<file path="config.mk">
export PLATFORM = sky130hd
export DESIGN_NAME = bpe_round_cell
export DESIGN_NICKNAME = d
export VERILOG_FILES = /design/src/hw/rtl/bpe_round_cell.sv
export SDC_FILE = /design/constraint.sdc
export NUM_CORES = 1
export LEC_CHECK = 0
export BUFFER_PORTS_ARGS = -buffer_cell sky130_fd_sc_hd__buf_2
export CORE_ASPECT_RATIO = 0.7
export CORE_MARGIN = 2
export CORE_UTILIZATION = 35
export CTS_CLUSTER_DIAMETER = 100
export DETAILED_ROUTE_END_ITERATION = 12
export GPL_TIMING_DRIVEN = 0
export HOLD_SLACK_MARGIN = 0.03
export PLACE_DENSITY = 0.81
export SETUP_SLACK_MARGIN = 0.4
export SLEW_MARGIN = 40
export SYNTH_ARGS = -nofsm -noshare
export SYNTH_HDL_FRONTEND = slang
export SYNTH_SLANG_ARGS = --single-unit
</file>
<file path="constraint.sdc">
create_clock -name clock -period 2.6 [get_ports clock]
set_clock_uncertainty 0.1 [all_clocks]
set_input_delay 0.65 -clock clock [delete_from_list [all_inputs] [get_ports clock]]
set_output_delay 0.65 -clock clock [all_outputs]
set_load 0.01 [all_outputs]
</file>
<file path="src/hw/rtl/bpe_round_cell.sv">
// ----------------------------------------------------------------------------
// bpe_round_cell
// Round half up, drop the fraction, saturate, and hold the result.
// ----------------------------------------------------------------------------
`default_nettype none

module bpe_round_cell #(
   parameter int WIDTH    = 64,
   parameter int SHIFT    = 48,
   parameter int OUT_BITS = 16
) (
   input  logic                       clock,
   input  logic                       en,
   input  logic signed [WIDTH-1:0]    v,
   output logic        [OUT_BITS-1:0] q
);

   localparam logic [WIDTH:0]      HALF  = (WIDTH+1)'(1) << (SHIFT-1);
   localparam logic [OUT_BITS-1:0] MAX_V = {1'b0, {(OUT_BITS-1){1'b1}}};
   localparam logic [OUT_BITS-1:0] MIN_V = {1'b1, {(OUT_BITS-1){1'b0}}};

   logic signed [WIDTH:0]    sum;
   logic        [OUT_BITS:0] whole;
   logic        [OUT_BITS-1:0] q_in;
   logic        [OUT_BITS-1:0] q_ff;

   assign sum   = (WIDTH+1)'(v) + $signed(HALF);
   assign whole = sum[WIDTH:SHIFT];

   always_comb begin
      if (whole[OUT_BITS] != whole[OUT_BITS-1]) begin
         q_in = whole[OUT_BITS] ? MIN_V : MAX_V;
      end else begin
         q_in = whole[OUT_BITS-1:0];
      end
   end

   always_ff @(posedge clock) begin
      if (en) begin
         q_ff <= q_in;
      end
   end

   assign q = q_ff;

endmodule

`default_nettype wire

</file>
==> out/metrics.yaml <==
outcome:
  status: "completed"
setup_path:
  crit_required_ps: 2480
  crit_type: "in -> reg"
  cp-end-kind: "flop"
  startpoint_type: "input port"
  crit_path_max_fanout: 8
  worstPathArrival_ps: 1990
timing:
  drv_slew: 0
  rsz0062_at_grt: "true"
  layout_setup_ws_ps: 490
  relSlewSlack_pct: 63.8
  max_freq_mhz: 474
  fin_tns_setup_ps: 0
  finalSetupViolCount: 0
  period_needed_ps: 2110
  hold_viol: 0
  tightest_slew_ps: 541
  fin_crit_sh_pct: 81.2
detailed_routing:
  postRouteAntennaNets: 0
  wire_per_inst_um: 15.5
  viasPerCell: 5.72
  routed_wl_um: 2700
  vias: 995
  first_iter_violations: 32
  drc: 0
  firstDrtPassIters: 4
power:
  powerDensity_nw_per_um2: 484
  combPwrFrac_pct: 17.8
  p_seq_share_pct: 50.7
  clkPwrFrac_pct: 31.5
  p_int_uw: 457
  leakage_nw: 0.492
  vdd_drop_max_mv: 0.194
  p_sw_uw: 161
  swShare_pct: 26.1
floorplanning:
  core-area_um2: 2780
  dieArea_um2: 3350
  fp-row-count: 16
  io_pins: 82
  die_height_um: 49.0
  initial_core_util_pct: 36.4
  die-width_um: 68.3
yosys:
  synth_cell_types: 41
  synth_edf_count: 16
  syn_nets: 168
  netlist_top_cells_area: "edfxtp_1 47%, nand2_1 3.3%, nor2_1 3.3%"
  synth.most_common_cell: "edfxtp_1"
  ys_seq_elements: 16
  yosysTopAreaCell: "edfxtp_1"
  yosysSeqAreaShare_pct: 47.5
  async_flop_share_pct: 0
  synth_common_cells: "16 x edfxtp_1, 9 x nand2_1, 9 x nor2_1"
  netlist.area_leader.share_pct: 47.5
  synth_area_um2: 1010
  syn_area_per_cell_um2: 10.0
  syn_inst: 101
  synth_warnings: 0
  ys.flop_type: "edfxtp_1"
placement:
  place.gp.congestion: 0.920
  dpl.hpwl_um: 2030
  post-place-ws_ps: 173
  portBuffers: 33
global_route:
  grt_pass1_wl_um: 4240
  grt_overflow: 0
  grt_max_degree: 17
  grt_usage_pct: 17.5
  grt_pass1_vias: 919
  antenna_found_initial: 0
cts:
  cts_tree: "yes"
  cts_root_buf: "clkbuf_8"
  cts-hold-fix-buffers: 0
  clkSinkCount: 16
  cts_setup_buffers: 0
  cts_buffers: 3
  clk_pin_slew_ps: 70
  clockBufferDepth: 2
  cts-htree-levels: 1
  post_cts_resized: 0
layout:
  largest_reg_flops: 16
  nets: 206
  diodes: 0
  area_growth_pct: 26.2
  drive_above_1_share_pct: 36.2
run:
  max_cap_violations: 0
min_path:
  hold_class: "in -> reg"
cells by family (layout without fill, tap and decap cells):
family	count (synthesis)	in the layout	synth area share (%)
AO/OA/AOI/OAI	27	27	17.4
XOR/XNOR	4	4	3.46
adder cells (fa/ha/maj)	1	1	1.24
buffers and inverters	6	43	2.60
flip-flops	16	16	47.5
AND/OR/NAND/NOR	47	47	27.8
stage by stage:
step                      instance area [µm²]  utilization [%]  instances  hold slack [ps]  power (mW)
after floorplan                          1010                -        101              662       0.370
after global placement                   1220             43.9        170              904       0.422
after detailed placement                 1220             43.9        170              910       0.428
after CTS                                1270             45.5        174              647       0.620
after global routing                     1280             45.9        174              671       0.643
final                                    1280             45.9        174              653       0.618
routing by layer:
layer | track usage [%] | wire (µm) | vias to the layer above
met3 | 3.93 | 235 | 9
met4 | 8.00 | 82 | 0
met1 | 22.2 | 1090 | 460
li1 | - | - | 470
met5 | 0 | 0 | -
met2 | 28.0 | 1290 | 56
cell type report:
type                       count  area (µm²)
timing repair buffer          33         165
inverter                       2        7.51
sequential                    16         480
tap                           36        45.0
clock inverter                 1        3.75
multi-input combinational     79         515
clock buffer                   3        41.3
fill                         282        1510
buffer                         4        18.8
power by group through the flow:
stage          registers, mW  logic, mW  clock network (mW)
4_1_cts                0.313      0.110               0.197
3_3_place_gp           0.319      0.104                   0
6_report               0.313      0.110               0.195
5_1_grt                0.315      0.120               0.208
2_1_floorplan          0.333     0.0377                   0
3_5_place_dp           0.319      0.109                   0
worst max-delay path: stages:
cell and delay [ps]:
buf_2 110, ha_1 140, buf_2 170, nand4_1 230, or4_1 480, o21ai_0 90, a21oi_1 110
placed cells by master, fill, tap and decap left out, drive strengths merged, types with 2 or more instances in the layout:
| cell | instances |
|---|---|
| inv | 2 |
| a211oi | 2 |
| xnor2 | 3 |
| nand4 | 3 |
| nand2 | 9 |
| and3 | 6 |
| and4 | 2 |
| a31oi | 2 |
| or3 | 2 |
| nor4 | 3 |
| nand3 | 6 |
| clkbuf | 5 |
| buf | 35 |
| nor2 | 9 |
| o21ai | 8 |
| edfxtp | 16 |
| a21oi | 6 |
| nor3 | 2 |
worst paths after layout:
check	cells past startpoint	slack, ps	startpoint	to
max	7	490	v[47]	q[2]
min	3	650	v[57]	q[9]
Note: power is estimated with default switching activity, not from simulation.
