`config.mk`:
```
export PLATFORM = sky130hd
export DESIGN_NAME = bpe_lerp_cell
export DESIGN_NICKNAME = d
export VERILOG_FILES = /design/src/hw/rtl/bpe_lerp_cell.sv
export SDC_FILE = /design/constraint.sdc
export NUM_CORES = 1
export LEC_CHECK = 0
export BUFFER_PORTS_ARGS = -buffer_cell sky130_fd_sc_hd__buf_2
export CAP_MARGIN = 5
export CORE_ASPECT_RATIO = 0.5
export CORE_UTILIZATION = 63
export CTS_CLUSTER_SIZE = 16
export DETAILED_ROUTE_END_ITERATION = 16
export GPL_TIMING_DRIVEN = 0
export PLACE_DENSITY = 0.82
export SLEW_MARGIN = 15
export SYNTH_ARGS = -nofsm -noshare
export SYNTH_HDL_FRONTEND = slang
export SYNTH_SLANG_ARGS = --single-unit
```
`constraint.sdc`:
```
create_clock -name clock -period 12.2 [get_ports clock]
set_input_delay 0.61 -clock clock [delete_from_list [all_inputs] [get_ports clock]]
set_output_delay 0.61 -clock clock [all_outputs]
set_load 0.005 [all_outputs]
```
`src/hw/rtl/bpe_lerp_cell.sv`:
```
// ----------------------------------------------------------------------------
// bpe_lerp_cell
// One interpolation cell: q = a*ONE + t*(b - a), exact, two register stages.
// ----------------------------------------------------------------------------
`default_nettype none

module bpe_lerp_cell #(
   parameter int WIDTH_IN = 16,
   parameter int T_BITS   = 16
) (
   input  logic                              clock,
   input  logic                              en_diff,
   input  logic                              en_mul,
   input  logic signed [WIDTH_IN-1:0]        a,
   input  logic signed [WIDTH_IN-1:0]        b,
   input  logic        [T_BITS:0]            t,
   output logic signed [WIDTH_IN+T_BITS-1:0] q
);

   localparam int PROD_BITS = WIDTH_IN + T_BITS + 3;

   logic signed [WIDTH_IN:0]          diff_in;
   logic signed [WIDTH_IN:0]          diff_ff;
   logic signed [WIDTH_IN-1:0]        a_ff;
   logic signed [T_BITS+1:0]          t_s;
   logic signed [PROD_BITS-1:0]       prod;
   logic signed [PROD_BITS-1:0]       base;
   logic signed [PROD_BITS-1:0]       sum;
   logic signed [WIDTH_IN+T_BITS-1:0] q_in;
   logic signed [WIDTH_IN+T_BITS-1:0] q_ff;

   assign diff_in = (WIDTH_IN+1)'(b) - (WIDTH_IN+1)'(a);

   always_ff @(posedge clock) begin
      if (en_diff) begin
         diff_ff <= diff_in;
         a_ff    <= a;
      end
   end

   assign t_s  = $signed({1'b0, t});
   assign prod = PROD_BITS'(diff_ff) * PROD_BITS'(t_s);
   assign base = PROD_BITS'(a_ff) <<< T_BITS;
   assign sum  = base + prod;
   // t stays within [0, ONE], so the result is a convex mix and fits
   assign q_in = sum[WIDTH_IN+T_BITS-1:0];

   always_ff @(posedge clock) begin
      if (en_mul) begin
         q_ff <= q_in;
      end
   end

   assign q = q_ff;

endmodule

`default_nettype wire

```
==> summary.md, run 1 <==
| Metric | Value |
|---|---|
| Hold WC Path Type | in2reg |
| Post-Route WL | about 32000 um |
| Met3 WL | 2350 um |
| Outcome | completed |
| Root Driver | clkbuf_16 |
| Setup TNS | 0 ps |
| Starting DRT DRC Count | about 610 |
| CP startpoint kind | flop |
| Setup repair bufs after CTS | 0 |
| Die height | 104 um |
| Wire per inst | 18.9 um |
| Ys flop type | edfxtp_1 |
| RSZ-0062 raised after global routing | no |
| M1 WL | about 13000 um |
| Total track usage | between 30% and 40% |
| Met2 WL | roughly 16000 um |
| Flops & latches, synth | 65 |
| I/O pin cnt | between 80 and 90 |
| Rel. slew slack | between 40% and 50% |
| Total of max-cap violations | 0 |
| DRC | 0 |
| Core Box Area | roughly 0.020 sq mm |
| FP Rows | 36 |
| Fmax | between 100 and 150 MHz |
| CP Launch Point | diff_ff[6]$_DFFE_PP_ |
| Clk Latency, worst-skew pair | roughly 340 ps |
| Share of flip-flops with an asynchronous set or reset | 0% |
| Worst EP arrival | 7080 ps |
| First-pass GRT wire length | approximately 53000 um |
| CTS tree | yes |
| Slew Viols, Final | 0 |
| Skew final | approximately 5.3 ps |
| Die ar. | 0.0212 sq mm |
| Worst-Margin Slew | between 700 and 800 ps |
| Cell taking the most area after synthesis | fa_1 |
| Post-synth top cells | inv_1 (367), fa_1 (240), and2_1 (166), ha_1 (138), nand2_1 (122) |
| Syn Inst Count | about 1300 |
| Crit end category | flop |
| HPWL after DPL | 26800 um |
| Final net count | about 1900 |
| Syn Std Cell Area | 0.0130 sq mm |
| Setup CP Type | reg2reg |
| Net Count, Synth | approximately 1800 |
| Clk buf depth | 2 |
| Via Count | 9439 |
| Most frequent cell after synthesis | inv_1 |
| Fin crit share | 57.3% |
| IO buf count | 83 |
| Post-CTS sizing | 0 |
| Final min period | 6990 ps |
| Top sig layer | met4 |
| Largest net degree at the start of global routing | 34 |
| Register area share after synthesis | around 15% |
| Number of synthesized flops with an enable pin | 65 |
| Post-synth top area share | a little under two fifths |
| CTS buffer count | 9 |
| Gr ovfl total | 0 |
| Required @ worst endpoint | 12290 ps |
| Placer Congestion | a little under 1 |
| Synthesis-to-finish area growth | 7.98% |
| Synth unique cells | 51 |
| HP Start | a[15] |
| Critical path peak fanout | 10 |
| Sink Count | 65 |
| Final ANT Viol Nets | 0 |
| Starting Density | 65.5% |
| Die extent in x | ~210 um |
| Setup Viol. Count Final | 0 |
| Drt first pass iters | 5 |
| Layout cells sized above 1 | 7.74% |
| Cts hold-fix bufs | 0 |
| Fin. Hold Viols | 0 |
| Via density | 5.51 |
| H-tree depth | 3 |
| Clock transition at path regs | ~60 ps |
| Avg Inst Size Synth | slightly below 10 sq um |
| Reg2reg start | diff_ff[6]$_DFFE_PP_ |
| Synth area leaders | fa_1 (37%), edfxtp_1 (15%), ha_1 (13%) |
| Yosys warns | 0 |
| Vias in the first global route | 10300 |
| Initial antenna violation count | 1 |
logic make-up (layout without fill, tap and decap cells):
logic type               after synthesis  in the layout  synth area share, %
multiplexers                           1              1               0.0771
buffers and inverters                402            500                 11.6
flip-flops                            65             65                 15.0
adder cells (fa/ha/maj)              378            378                 50.3
AND/OR/NAND/NOR                      365            365                 14.8
AO/OA/AOI/OAI                         95             95                 5.23
other                                  0              1                    0
XOR/XNOR                              43             43                 2.90
area by class of cell:
class | instances | area (sq um)
antenna | 1 | 2.50
buffer | 35 | 131
clock buffer | 10 | 229
clock inverter | 5 | 56.3
fill | 1546 | 5800
inverter | 367 | 1380
multi-input combinational | 882 | 9520
sequential | 65 | 1950
tap | 266 | 333
timing repair buffer | 83 | 415
placed cells by master (no fill, tap or decap), drive strengths merged, types with 9 or more instances in the layout:
cell,n
o21ai,11
a21o,9
nand2b,10
nand2,122
nand3,12
edfxtp,65
clkbuf,44
ha,138
a21oi,31
and2,166
nor3,11
nor2,11
inv,368
xnor2,36
fa,240
nor2b,19
buf,84
metal layers:
metal  up-vias  global-route usage [%]
li1       4234                       -
met1      4779                    42.3
met2       347                    55.1
met3        79                    7.11
met4         0                    11.7
met5         -                       0
flip-flops by register name, summed over array words and instances, names as in the netlist:
register  flops
q            32
diff_ff      17
a_ff         16
final timing paths:
| path | end | slack (ps) | cells past startpoint |
|---|---|---|---|
| worst max-delay path | q[30]$_DFFE_PP_ | 5210 | 21 |
| worst min-delay path | a_ff[15]$_DFFE_PP_ | 450 | 1 |
| worst max register to register | q[30]$_DFFE_PP_ | 5210 | 21 |
| worst min register to register | q[0]$_DFFE_PP_ | 890 | 1 |
through the flow:
stage | setup slack (ps) | area [sq um] | hold slack, ps | cells | util, %
floorplan | 6140 | 13000 | 613 | 1349 | -
global placement | 5260 | 13700 | 804 | 1698 | 69.3
detailed placement | 5240 | 13700 | 805 | 1698 | 69.3
CTS | 5330 | 14000 | 441 | 1713 | 70.7
global route | 5100 | 14000 | 445 | 1713 | 70.7
finish | 5210 | 14000 | 453 | 1714 | 70.7
worst max-delay path, cell delays in order, from the launching register on:
cell and delay [ps]:
edfxtp_1 650, clkbuf_1 570, and2_1 250, fa_1 420, inv_1 120, fa_1 460, fa_1 510, inv_1 60
fa_1 510, fa_1 500, inv_1 50, fa_1 480, inv_1 50, ha_1 340, a21o_1 210, a211oi_2 340
nand2b_1 90, a21o_1 250, a221o_1 390, a31o_1 250, a21oi_2 150, xnor2_1 90
Power of run 1 is left out: the tool's default activity adds up to more than one toggle a clock period on the data nets, which glitch-free logic cannot reach.
==> run 2: changes to the inputs <==
--- a/config.mk
+++ b/config.mk
@@ -8,11 +8,11 @@
 export BUFFER_PORTS_ARGS = -buffer_cell sky130_fd_sc_hd__buf_2
 export CAP_MARGIN = 5
 export CORE_ASPECT_RATIO = 0.5
-export CORE_UTILIZATION = 63
+export CORE_UTILIZATION = 58
 export CTS_CLUSTER_SIZE = 16
 export DETAILED_ROUTE_END_ITERATION = 16
 export GPL_TIMING_DRIVEN = 0
-export PLACE_DENSITY = 0.82
+export PLACE_DENSITY = 0.8
 export SLEW_MARGIN = 15
 export SYNTH_ARGS = -nofsm -noshare
 export SYNTH_HDL_FRONTEND = slang
==> constraint.sdc (replaced) <==
create_clock -name clock -period 6.2 [get_ports clock]
set_input_delay 0.31 -clock clock [delete_from_list [all_inputs] [get_ports clock]]
set_output_delay 0.31 -clock clock [all_outputs]
set_load 0.005 [all_outputs]
==> summary.md, run 2 (same netlist as run 1, synthesis figures left out) <==
| Metric | Value |
|---|---|
| Vias in the first global route | 10100 (-1.9%) |
| Final ANT Viol Nets | 0 (unchanged) |
| Fill cell count | 1670 (+8.0%) |
| Reg2reg start | diff_ff[6]$_DFFE_PP_ |
| Clk buf depth | 2 (unchanged) |
| CTS buffer count | 9 (unchanged) |
| Worst EP arrival | 6280 ps (-800 ps) |
| I/O pin cnt | 84 (unchanged) |
| Placer Congestion | 0.914 (-7.0%) |
| Reg2Reg Depth | 22 (+4.8%) |
| Clk Latency, worst-skew pair | 360 ps (+20 ps) |
| WHS Path Cells | 1 (unchanged) |
| WP buf/inv | 6 (+1) |
| Critical Path Stages | 22 (+4.8%) |
| Max reg flops | 32 (unchanged) |
| Fin. Hold Viols | 0 (unchanged) |
| Area of the multi-input gates | 0.00970 sq mm (+1.8%) |
| Starting Density | 59.5% (-6.0 points) |
| Via density | 5.32 (-3.5%) |
| FP Rows | 38 (+5.6%) |
| Post-Layout Cell Count | 1791 (+4.5%) |
| HP Start | a[0] |
| CTS tree | yes |
| Outcome | completed |
| Initial antenna violation count | 1 (unchanged) |
| Synthesis-to-finish area growth | 13.2% |
| Hold endpoint | a_ff[0]$_DFFE_PP_ |
| Die height | 108 um (+4.1%) |
| Fin crit share | 99.8% (+42 points) |
| RR Endpoint | q[30]$_DFFE_PP_ |
| Die ar. | 0.0230 sq mm (+8.5%) |
| Most frequent cells in the layout | inv_1 (363), fa_1 (236), and2_1 (165) |
| Total of max-cap violations | 0 (unchanged) |
| Critical path peak fanout | 5 (-5) |
| FF+latch area | 0.00195 sq mm (unchanged) |
| Slew Viols, Final | 0 (unchanged) |
| Worst path cell trace | buf_6 > buf_8 > and2_1 > fa_1 > inv_1 > fa_1 > fa_1 > inv_2 > fa_1 > fa_1 > inv_1 > fa_1 > inv_1 > ha_4 > a21o_1 > a211oi_4 > nand2b_1 > a21o_1 > a221o_1 > a31o_1 > a21oi_2 > xnor2_1 |
| Fmax | 162 MHz (+13%) |
| Skew final | 7.28 ps (+2.01 ps) |
| RSZ-0062 raised after global routing | yes |
| Core Box Area | 0.0218 sq mm (+10%) |
| H-tree depth | 3 (unchanged) |
| Setup TNS | 0 ps (unchanged) |
| Setup CP Type | reg2reg |
| First-pass GRT wire length | 52400 um (-0.47%) |
| CP startpoint kind | flop |
| Wire per inst | 18.4 um (-2.3%) |
| Crit end category | flop |
| Commonest non-fill, non-tap cell in the layout | inv_1 |
| HPWL after DPL | 26000 um (-2.9%) |
| Worst-Margin Slew | 811 ps (+15.5 ps) |
| IO buf count | 83 (unchanged) |
| Via Count | 9521 (+0.87%) |
| Setup Viol. Count Final | 0 (unchanged) |
| Root Driver | clkbuf_16 |
| Crit-path most repeated cell | fa_1 |
| Cts hold-fix bufs | 0 (unchanged) |
| Final net count | 1916 (+2.3%) |
| Slowest-stage cell, CP | fa_1 |
| DRC | 0 (unchanged) |
| Inst Count DP | 1732 (+2.0%) |
| Largest net degree at the start of global routing | 34 (unchanged) |
| CP delay by family, top | adder cells |
| Largest stage delay, worst path | 530 ps (-120 ps) |
| Post-Route WL | 33000 um (+2.1%) |
| Clock transition at path regs | 60 ps (about the same) |
| Rel. slew slack | 46.0% (-1.0 points) |
| R2r setup slk | 20 ps (-5190 ps) |
| Sink Count | 65 (unchanged) |
| Final min period | 6180 ps (-806 ps) |
| Gr ovfl total | 0 (unchanged) |
| Required @ worst endpoint | 6300 ps (-5990 ps) |
| Total track usage | 31.1% (-1.9 points) |
| Layout cells sized above 1 | 14.2% (+6.4 points) |
| Starting DRT DRC Count | 617 (+2.0%) |
| Hold WC Path Type | in2reg |
| Die extent in x | 214 um (+4.2%) |
| Antenna cells | 0 (-1) |
| Drt first pass iters | 5 (unchanged) |
run 2: per-layer routing:
metal  GRT usage, %  up-vias  routed length (um)
met4           13.4        0                1350
li1               -     4322                   -
met3           7.00       86                2390
met1           39.9     4820               13500
met5              0        -                   0
met2           50.8      293               15800
run 2: final cells by class:
cell class / count / area share (%)
Tap cell: 300 / 2.55
Clock inverter: 7 / 0.298
Sequential cell: 65 / 13.3
Buffer: 34 / 1.56
Inverter: 367 / 9.37
Multi-Input combinational cell: 882 / 66.0
Timing Repair Buffer: 127 / 5.43
Clock buffer: 9 / 1.53
run 2: how the worst max path moves through the flow:
stage,from,endpoint
6_report,diff_ff[6]$_DFFE_PP_,q[30]$_DFFE_PP_
3_5_place_dp,diff_ff[8]$_DFFE_PP_,q[30]$_DFFE_PP_
2_1_floorplan,diff_ff[8]$_DFFE_PP_,q[27]$_DFFE_PP_
4_1_cts,diff_ff[5]$_DFFE_PP_,q[30]$_DFFE_PP_
5_1_grt,diff_ff[6]$_DFFE_PP_,q[28]$_DFFE_PP_
3_3_place_gp,diff_ff[8]$_DFFE_PP_,q[30]$_DFFE_PP_
run 2: worst reg2reg max path, cell delays in order (launching register included):
cell and delay [ps]:
edfxtp_1 390, buf_6 160, buf_8 130, and2_1 160, fa_1 500, inv_1 50, fa_1 450, fa_1 530
inv_2 40, fa_1 510, fa_1 490, inv_1 50, fa_1 480, inv_1 80, ha_4 250, a21o_1 210
a211oi_4 230, nand2b_1 90, a21o_1 220, a221o_1 380, a31o_1 260, a21oi_2 140, xnor2_1 110
run 2: timing repair:
action	CTS	global route
cloned	0	1
pin swaps	17	17
buffers inserted	24	20
setup endpoints to repair	11	8
gates resized for setup	49	59
run 2: per-stage QoR:
step,hold WS [ps],utilization (%),cell area (sq um),setup WS [ps]
floorplan,409,-,13000,302
global placement,503,63.1,13800,-595
detailed placement,504,63.1,13800,-629
CTS,130,66.1,14400,-22.6
global route,141,67.3,14700,-161
finish,139,67.3,14700,15.3
Power of run 2 is left out for the same reason.
==> run 3: changes to the inputs <==
--- a/config.mk
+++ b/config.mk
@@ -12,7 +12,7 @@
 export CTS_CLUSTER_SIZE = 16
 export DETAILED_ROUTE_END_ITERATION = 16
 export GPL_TIMING_DRIVEN = 0
-export PLACE_DENSITY = 0.8
+export PLACE_DENSITY = 0.84
 export SLEW_MARGIN = 15
 export SYNTH_ARGS = -nofsm -noshare
 export SYNTH_HDL_FRONTEND = slang
==> constraint.sdc (replaced) <==
create_clock -name clock -period 6.2 [get_ports clock]
set_input_delay 0.31 -clock clock [delete_from_list [all_inputs] [get_ports clock]]
set_output_delay 0.31 -clock clock [all_outputs]
set_load 0.02 [all_outputs]
==> summary.md, run 3 (same netlist as run 1, synthesis figures left out) <==
| Metric | Value |
|---|---|
| Outcome | finished with violations |
| Violated checks | setup timing |
| CTS tree | yes |
| IO buf count | 83 (unchanged) |
| Starting Density | 59.5% (unchanged) |
| Final net count | 1914 (-0.10%) |
| Layout cells sized above 1 | 15.0% (+0.82 points) |
| DP Worst Slack | -760 ps (-130 ps) |
| Reg2Reg Depth | 21 (-4.5%) |
| RSZ-0062 raised after global routing | yes |
| Fill cell count | 1586 (-5.0%) |
| Placer Congestion | 0.961 (+5.1%) |
| CTS buffer count | 9 (unchanged) |
| Fin. Hold Viols | 0 (unchanged) |
| Fin crit share | 101% (+0.94 points) |
| First-pass GRT wire length | 54600 um (+4.2%) |
| Critical Path Stages | 21 (-4.5%) |
| Rel. slew slack | 48.2% (+2.2 points) |
| Vias in the first global route | 10200 (+0.96%) |
| Crit end category | flop |
| Max reg flops | 32 (unchanged) |
| Via Count | 9627 (+1.1%) |
| Via density | 5.38 (+1.2%) |
| Slowest-stage cell, CP | edfxtp_1 |
| Die height | 108 um (unchanged) |
| WHS | 150 ps (+10.2 ps) |
| FP Rows | 38 (unchanged) |
| Gr ovfl total | 0 (unchanged) |
| DRC | 0 (unchanged) |
| H-tree depth | 3 (unchanged) |
| Worst setup endpoint | q[30]$_DFFE_PP_ |
| Wire per inst | 19.3 um (+4.4%) |
| Largest net degree at the start of global routing | 34 (unchanged) |
| Hold WC Path Type | in2reg |
| Sink Count | 65 (unchanged) |
| Largest stage delay, worst path | 540 ps (about the same) |
| Total of max-cap violations | 0 (unchanged) |
| HPWL after DPL | 26600 um (+2.4%) |
| Crit-path most repeated cell | fa_1 |
| Drt first pass iters | 8 (+3) |
| R2r setup slk | -40 ps (-60 ps) |
| Total track usage | 32.0% (+0.97 points) |
| Die extent in x | 214 um (unchanged) |
| Antenna cells | 0 (unchanged) |
| I/O pin cnt | 84 (unchanged) |
| Finished Cell Area | 0.0148 sq mm (+0.63%) |
| Most frequent cells in the layout | inv_1 (357), fa_1 (231), and2_1 (161) |
| Worst setup margin | -42.8 ps (-58.1 ps) |
| Synthesis-to-finish area growth | 13.9% |
| Critical path peak fanout | 8 (+3) |
| Reg2reg start | diff_ff[6]$_DFFE_PP_ |
| Root Driver | clkbuf_16 |
| Final min period | 6240 ps (+58.1 ps) |
| Post-Route WL | 34500 um (+4.3%) |
| Slew Viols, Final | 0 (unchanged) |
| Worst EP arrival | 6330 ps (+50 ps) |
| Final core utilization | 67.8% (+0.42 points) |
| Worst-Margin Slew | 778 ps (-33.1 ps) |
| Starting DRT DRC Count | 672 (+8.9%) |
| Required @ worst endpoint | 6290 ps (about the same) |
| Final ANT Viol Nets | 0 (unchanged) |
| Worst path cell trace | buf_8 > and2_4 > fa_1 > inv_1 > fa_1 > fa_1 > inv_1 > fa_1 > fa_1 > inv_1 > fa_1 > inv_2 > ha_4 > a21o_1 > a21oi_2 > o31ai_4 > a21o_1 > a221o_1 > a31o_1 > a21oi_2 > xnor2_2 |
| Commonest non-fill, non-tap cell in the layout | inv_1 |
| CP startpoint kind | flop |
| Clk Latency, worst-skew pair | 350 ps (about the same) |
| Die ar. | 0.0230 sq mm (unchanged) |
| Clock transition at path regs | 60 ps (about the same) |
| Setup Viol. Count Final | 1 (+1) |
| Fmax | 160 MHz (-0.93%) |
| Initial antenna violation count | 1 (unchanged) |
| Skew final | 6.75 ps (-0.523 ps) |
| RR Endpoint | q[30]$_DFFE_PP_ |
| CP delay by family, top | adder cells |
| WHS Path Cells | 1 (unchanged) |
| CP Launch Point | diff_ff[6]$_DFFE_PP_ |
| Placed Area | 0.0138 sq mm (unchanged) |
| WP buf/inv | 5 (-1) |
| Clk buf depth | 2 (unchanged) |
| Setup CP Type | reg2reg |
| Core Box Area | 0.0218 sq mm (unchanged) |
[run 3: changes by cell type in the layout (fill, tap and decap cells not counted), sizes merged]
cell and delta:
clkinvlp -1, bufinv +1, inv -1, clkinv +1
buf -1, clkbuf -1
[run 3: how the worst min path moves through the flow]
stage / from / end / slack, ps
2_1_floorplan: a[0] / a_ff[0]$_DFFE_PP_ / 410
3_3_place_gp: a[15] / a_ff[15]$_DFFE_PP_ / 500
3_5_place_dp: a[8] / a_ff[8]$_DFFE_PP_ / 510
4_1_cts: a[12] / a_ff[12]$_DFFE_PP_ / 140
5_1_grt: a[15] / a_ff[15]$_DFFE_PP_ / 150
6_report: a[0] / a_ff[0]$_DFFE_PP_ / 150
[run 3: worst register-to-register path, cell delays in order (launching register included)]
cell and delay (ps):
edfxtp_1 540, buf_8 220, and2_4 160, fa_1 500
inv_1 50, fa_1 450, fa_1 490, inv_1 50
fa_1 480, fa_1 520, inv_1 60, fa_1 500
inv_2 50, ha_4 210, a21o_1 160, a21oi_2 200
o31ai_4 140, a21o_1 280, a221o_1 380, a31o_1 260
a21oi_2 200, xnor2_2 100
[run 3: area by class of cell]
type	instances	area [sq um]	share of cell area, %
buffer	35	259	1.75
clock buffer	9	225	1.52
clock inverter	7	68.8	0.465
inverter	367	1380	9.31
multi-input combinational	882	9750	65.9
sequential	65	1950	13.2
tap	300	375	2.54
timing repair buffer	124	779	5.27
[run 3: timing repair]
action / 4_1_cts / 5_1_grt
gates resized for setup: 53 / 80
cloned: 0 / 1
hold endpoints to repair: 0 / 0
pin swaps: 13 / 30
hold buffers: 0 / 0
setup buffers: 26 / 16
endpoints found under the setup margin: 15 / 10
[run 3: routing by layer]
metal	vias up	track usage [%]	routed length, um
li1	4313	-	-
met1	4844	42.0	13900
met2	392	51.5	16200
met3	76	8.96	3390
met4	2	10.4	982
met5	-	0	12
[run 3: stage by stage]
step,instances,TNS [ps]
2_1_floorplan,1349,0
3_3_place_gp,1732,-4530
3_5_place_dp,1732,-5300
4_1_cts,1774,-147
5_1_grt,1789,-681
6_report,1789,-42.8
Power of run 3 is left out for the same reason.
